$ cat src/sv/assert_macros.svh
// Assertion macros shared by the accumulator RTL.
// Each macro expects clk and arst_n to exist in the enclosing module.
`ifndef ASSERT_MACROS_SVH
`define ASSERT_MACROS_SVH

// A property that must hold at every clock edge outside reset.
`define ASSERT_ALWAYS(label, prop, msg) \
	label: assert property (@(posedge clk) disable iff (!arst_n) prop) else $error(msg);

// A condition that must be followed by a consequence in the next cycle.
`define ASSERT_NEXT(label, ante, cons, msg) \
	label: assert property (@(posedge clk) disable iff (!arst_n) (ante) |=> (cons)) \
		else $error(msg);

`endif

$ cat src/sv/wma_pkg.sv
// Package for the weighted moment accumulator: payload structs, request and
// status codes, and the request/response types of the shared divide/root unit.
package wma_pkg;

	localparam int COUNT_BITS_DEF = 16;

	localparam logic [1:0] REQ_FILL  = 2'd0;
	localparam logic [1:0] REQ_QUERY = 2'd1;
	localparam logic [1:0] REQ_CLEAR = 2'd2;

	localparam logic [2:0] STAT_OK        = 3'd0;
	localparam logic [2:0] STAT_NO_WEIGHT = 3'd1;
	localparam logic [2:0] STAT_ONE_ENTRY = 3'd2;
	localparam logic [2:0] STAT_DEN_ZERO  = 3'd3;
	localparam logic [2:0] STAT_UNSTABLE  = 3'd4;
	localparam logic [2:0] STAT_FILL_IGN  = 3'd5;
	localparam logic [2:0] STAT_NEG_SQ    = 3'd6;

	localparam logic [1:0] CFG_NEFF_TOL = 2'd0;
	localparam logic [1:0] CFG_DEN_TOL  = 2'd1;
	localparam logic [1:0] CFG_UNSTABLE = 2'd2;

	typedef struct packed {
		logic [1:0]         req_type;
		logic signed [15:0] sample_value;
		logic signed [15:0] sample_weight;
	} wma_in_t;

	typedef struct packed {
		logic [2:0]         status;
		logic [15:0]        fill_count;
		logic signed [47:0] mean_out;
		logic signed [63:0] variance_out;
		logic [47:0]        std_error_out;
		logic [31:0]        rms_out;
		logic [32:0]        eff_entries_out;
	} wma_out_t;

	typedef struct packed {
		logic         start;
		logic         op_sqrt;
		logic [127:0] dividend;
		logic [63:0]  divisor;
	} wma_unit_req_t;

	typedef struct packed {
		logic         done;
		logic [127:0] quot;
		logic [63:0]  root;
	} wma_unit_rsp_t;

endpackage

$ cat src/sv/wma_divsqrt.sv
// Shared radix-2 unit: restoring division of a 128-bit dividend by a 64-bit
// divisor, or integer square root of a 128-bit radicand. Uses wma_pkg types.
`include "assert_macros.svh"

module wma_divsqrt (
	input  logic                   clk,
	input  logic                   arst_n,
	input  wma_pkg::wma_unit_req_t ureq,
	output wma_pkg::wma_unit_rsp_t ursp
);

	localparam int RW = 68;
	localparam logic [6:0] DIV_LAST  = 7'd127;
	localparam logic [6:0] SQRT_LAST = 7'd63;

	logic          busy_q;
	logic          done_q;
	logic          op_q;
	logic [6:0]    cnt_q;
	logic [127:0]  num_q;
	logic [RW-1:0] rem_q;
	logic [63:0]   root_q;
	logic [63:0]   d_q;

	logic [RW-1:0] r2;
	logic [RW-1:0] trial;
	logic [RW:0]   diff;
	logic          ge;
	logic [RW-1:0] rem_n;

	// One compare-subtract serves both operations: the trial value is the
	// divisor for division and 4*root+1 for the square root.
	always_comb begin
		if (op_q) begin
			r2    = {rem_q[RW-3:0], num_q[127:126]};
			trial = {2'b00, root_q, 2'b01};
		end else begin
			r2    = {rem_q[RW-2:0], num_q[127]};
			trial = {4'b0000, d_q};
		end
		diff  = {1'b0, r2} - {1'b0, trial};
		ge    = !diff[RW];
		rem_n = ge ? diff[RW-1:0] : r2;
	end

	always_ff @(posedge clk or negedge arst_n) begin
		if (!arst_n) begin
			busy_q <= 1'b0;
			done_q <= 1'b0;
			op_q   <= 1'b0;
			cnt_q  <= '0;
			num_q  <= '0;
			rem_q  <= '0;
			root_q <= '0;
			d_q    <= '0;
		end else begin
			done_q <= 1'b0;
			if (ureq.start) begin
				busy_q <= 1'b1;
				op_q   <= ureq.op_sqrt;
				cnt_q  <= ureq.op_sqrt ? SQRT_LAST : DIV_LAST;
				num_q  <= ureq.dividend;
				d_q    <= ureq.divisor;
				rem_q  <= '0;
				root_q <= '0;
			end else if (busy_q) begin
				rem_q <= rem_n;
				if (op_q) begin
					num_q  <= {num_q[125:0], 2'b00};
					root_q <= {root_q[62:0], ge};
				end else begin
					num_q <= {num_q[126:0], ge};
				end
				if (cnt_q == 7'd0) begin
					busy_q <= 1'b0;
					done_q <= 1'b1;
				end else begin
					cnt_q <= cnt_q - 7'd1;
				end
			end
		end
	end

	assign ursp.done = done_q;
	assign ursp.quot = num_q;
	assign ursp.root = root_q;

	`ASSERT_ALWAYS(a_start_idle, ureq.start |-> !busy_q, "unit started while busy")
	`ASSERT_NEXT(a_done_last, busy_q && !ureq.start && cnt_q == 7'd0,
		done_q && !busy_q, "unit did not finish on its last step")

endmodule

$ cat config.mk
export PLATFORM = sky130hd
export DESIGN_NAME = wma_divsqrt
export DESIGN_NICKNAME = d
export VERILOG_FILES = /design/src/sv/wma_pkg.sv /design/src/sv/wma_divsqrt.sv
export VERILOG_INCLUDE_DIRS = /design/src /design/src/sv
export SDC_FILE = /design/constraint.sdc
export NUM_CORES = 1
export LEC_CHECK = 0
export BUFFER_PORTS_ARGS = -buffer_cell sky130_fd_sc_hd__buf_2
export CAP_MARGIN = 20
export CORE_UTILIZATION = 35
export CTS_CLUSTER_DIAMETER = 30
export DETAILED_ROUTE_END_ITERATION = 12
export PLACE_DENSITY_LB_ADDON = 0.2
export RECOVER_POWER = 25
export SLEW_MARGIN = 10
export SYNTH_ARGS = -nofsm -noshare
export SYNTH_HDL_FRONTEND = slang
export SYNTH_SLANG_ARGS = --single-unit
$ cat constraint.sdc
create_clock -name clk -period 9.8 [get_ports clk]
set_input_delay 0.49 -clock clk [delete_from_list [all_inputs] [get_ports clk]]
set_output_delay 0.49 -clock clk [all_outputs]
set_load 0.05 [all_outputs]
==> flow_metrics.env <==
export IMPL_io_pins=389
export IMPL_ys_seq_area_frac=0.401
export IMPL_skew_ns=0.0209
export IMPL_dr_pass1_iters=5
export IMPL_grt_max_degree=121
export IMPL_hold_class="input port to flop"
export IMPL_cp_max_fo=120
export IMPL_worst_slack_ns=3.14
export IMPL_final_common_cell="dfrtp_1"
export IMPL_maxCapViolCount=4
export IMPL_hpwl_um=46300
export IMPL_grtUsageTotal=0.214
export IMPL_cts_htree_levels=3
export IMPL_synth_edf_count=0
export IMPL_reg2reg_to="rem_q[62]"
export IMPL_ys_async_sr_fraction=1.00
export IMPL_clkTransAtPathRegs_ns=0.04
export IMPL_grt_overflow=0
export IMPL_rows=89
export IMPL_clkLatencyLatePin_ns=0.63
export IMPL_path_class="input port to flop"
export IMPL_ir_drop_uv=172
export IMPL_fin_crit_sh=0.680
export IMPL_final_cell_mix="331 x dfrtp_1, 315 x nand2_1, 293 x buf_2"
export IMPL_drc_errors=0
export IMPL_hold_path_startpoint="ureq[121]"
export IMPL_whs_endpoint="num_q[57]"
export IMPL_worst_pin_slew_ns=5.05
export IMPL_ys_ff_latch=333
export IMPL_synth_area_mm2=0.0208
export IMPL_crit_path_start_kind="input port"
export IMPL_power_mw=8.23
export IMPL_rsz0062_at_grt="false"
export IMPL_syn_area_per_cell_um2=9.01
export IMPL_die_h_um=246
export IMPL_whs_path_depth=3
export IMPL_first_iter_violations=1073
export IMPL_drt_antenna_violating_nets=0
export IMPL_post_drt_via_cell_ratio=5.42
export IMPL_pre_cts_ws_ns=4.03
export IMPL_cp_end_kind="flop"
export IMPL_fin_setup_tns_ns=0
export IMPL_slew_headroom=-2.37
export IMPL_cp_arrival_ns=7.13
export IMPL_r2r_slack_ns=3.98
export IMPL_syn_nets=2574
export IMPL_grt_pass1_wl_um=104000
export IMPL_synth_ff_type="dfrtp_1"
export IMPL_vias=19000
export IMPL_nNetsFinal=2913
export IMPL_drv_slew=312
export IMPL_status="finished with violations"
export IMPL_synth_distinct_cells=65
export IMPL_cts_max_path_buffers=3
export IMPL_ff2ff_path_depth=14
export IMPL_finalSetupViolCount=0
export IMPL_pwr_density_cell_mw_per_mm2=308
export IMPL_synthCells=2309
export IMPL_dieArea_mm2=0.0604
export IMPL_crit_required_ns=10.27
export IMPL_die_w_um=246
export IMPL_fmax_mhz=150
export IMPL_ctsResizeCount=0
export IMPL_grt_pass1_vias=18700
export IMPL_violations="capacitance limit, slew limit"
export IMPL_drive_gt1_frac=0.229
export IMPL_wirelength_um=65800
export IMPL_hold_violations=0
export IMPL_syn_to_final_growth_pct=28.5
export IMPL_yosys_warnings=0
export IMPL_cts_made_buffers=101
export IMPL_fin_crit_ns=6.66
export IMPL_cts_tree="yes"
export IMPL_numPortBuffers=388
export IMPL_core_area_mm2=0.0589
export IMPL_finalWeightedCongestion=0.921
export IMPL_cts_root_buf="clkbuf_16"
export IMPL_initial_core_util=0.353
export IMPL_antenna_found_initial=3
export IMPL_wl_per_cell_um=18.8
export IMPL_leakage_nw=12.5
export IMPL_clock_sinks=333
export IMPL_rr_startpoint="op_q"
[flip-flops by register name, summed over array words and instances (netlist names)]
name and count:
busy_q 1, cnt_q 7, d_q 64, done_q 1, num_q 128, op_q 1, rem_q 67, root_q 64
[layer usage]
layer,vias to the layer above,wire length [um],global-route usage
met4,2,1580,0.0670
met2,580,30400,0.344
met1,9277,29900,0.286
met3,110,3970,0.0444
li1,9023,-,-
met5,-,13,0
[synthesized netlist by cell type (3+ instances only)]
library cell | number | area, um2
o31ai_1 | 6 | 45.0
dfrtp_1 | 333 | 8330
xnor2_1 | 40 | 350
buf_2 | 12 | 60.1
clkbuf_1 | 124 | 465
a21oi_1 | 224 | 1120
a2bb2oi_1 | 3 | 26.3
or2_1 | 3 | 18.8
mux2i_1 | 194 | 1940
a22o_1 | 65 | 569
or3_1 | 6 | 37.5
o221ai_1 | 3 | 26.3
o2111ai_1 | 3 | 26.3
a31oi_1 | 15 | 93.8
o21a_1 | 8 | 60.1
a311oi_1 | 52 | 455
nand3_1 | 21 | 105
and2_1 | 4 | 25.0
nand2_1 | 315 | 1180
o21ai_0 | 185 | 926
nand4_1 | 24 | 150
a21o_1 | 22 | 165
xor2_1 | 23 | 201
a221oi_1 | 3 | 26.3
ha_1 | 68 | 851
and3_1 | 5 | 31.3
mux2_2 | 128 | 1440
o22ai_1 | 3 | 18.8
o21bai_1 | 16 | 120
buf_4 | 7 | 52.6
nor3b_1 | 10 | 75.1
nand2b_1 | 17 | 106
nor2_1 | 231 | 867
nor3_1 | 16 | 80.1
inv_1 | 19 | 71.3
or2_2 | 5 | 31.3
o211ai_1 | 6 | 45.0
a211oi_1 | 15 | 113
or4_1 | 3 | 22.5
buf_1 | 27 | 101
nor2b_1 | 13 | 81.3
o21ai_1 | 3 | 15.0
[worst max-delay path: stages]
cell and delay (ns):
clkbuf_1 3.44, clkbuf_1 2.49, nor3b_1 0.15, a31oi_1 0.26, o21ai_0 0.12
[where the power goes]
group          switching, mW  internal, mW  total (mW)
clock network          0.941          2.43        3.37
registers              0.178          1.58        1.76
logic                   1.93          1.16        3.09
total                   3.05          5.18        8.23
[area by class of cell]
type	instances	area (um2)
Antenna cell	4	10.0
Clock buffer	138	2900
Clock inverter	46	699
Fill cell	5784	32200
Inverter	20	80.1
Multi-Input combinational cell	1784	11700
Sequential cell	333	8340
Tap cell	773	967
Timing Repair Buffer	408	2000
[stage by stage]
stage                     area (um2)  instances   util  hold WS, ns
after floorplan                20800       2309      -        0.194
after global placement         23200       3316  0.394        0.482
after detailed placement       23200       3316  0.394        0.492
after CTS                      26800       3501  0.456       0.0298
after global routing           26700       3502  0.454       0.0515
final                          26700       3506  0.454       0.0721
[worst max path at each step]
stage | slack, ns | cells after the start | endpoint | from
after floorplan | 4.85 | 17 | rem_q[65] | op_q
after global placement | 4.28 | 13 | rem_q[62] | op_q
after detailed placement | 4.03 | 14 | rem_q[5] | op_q
after CTS | 4.01 | 14 | rem_q[17] | op_q
after global routing | 2.28 | 5 | rem_q[53] | ureq[193]
final | 3.14 | 5 | rem_q[45] | ureq[193]
[what timing repair did]
item,4_1_cts,5_1_grt
endpoints found under the hold margin,68,0
buffers inserted,0,0
hold buffers,1,0
[cell families after synthesis]
kind of cell | Yosys count | share of synthesized area
compound gates | 647 | 0.193
xor+xnor | 63 | 0.0265
fa+ha+maj | 69 | 0.0419
buf+inv | 192 | 0.0370
flops | 333 | 0.401
mux | 322 | 0.163
simple gates | 683 | 0.139
(Power assumes the default switching activity.)
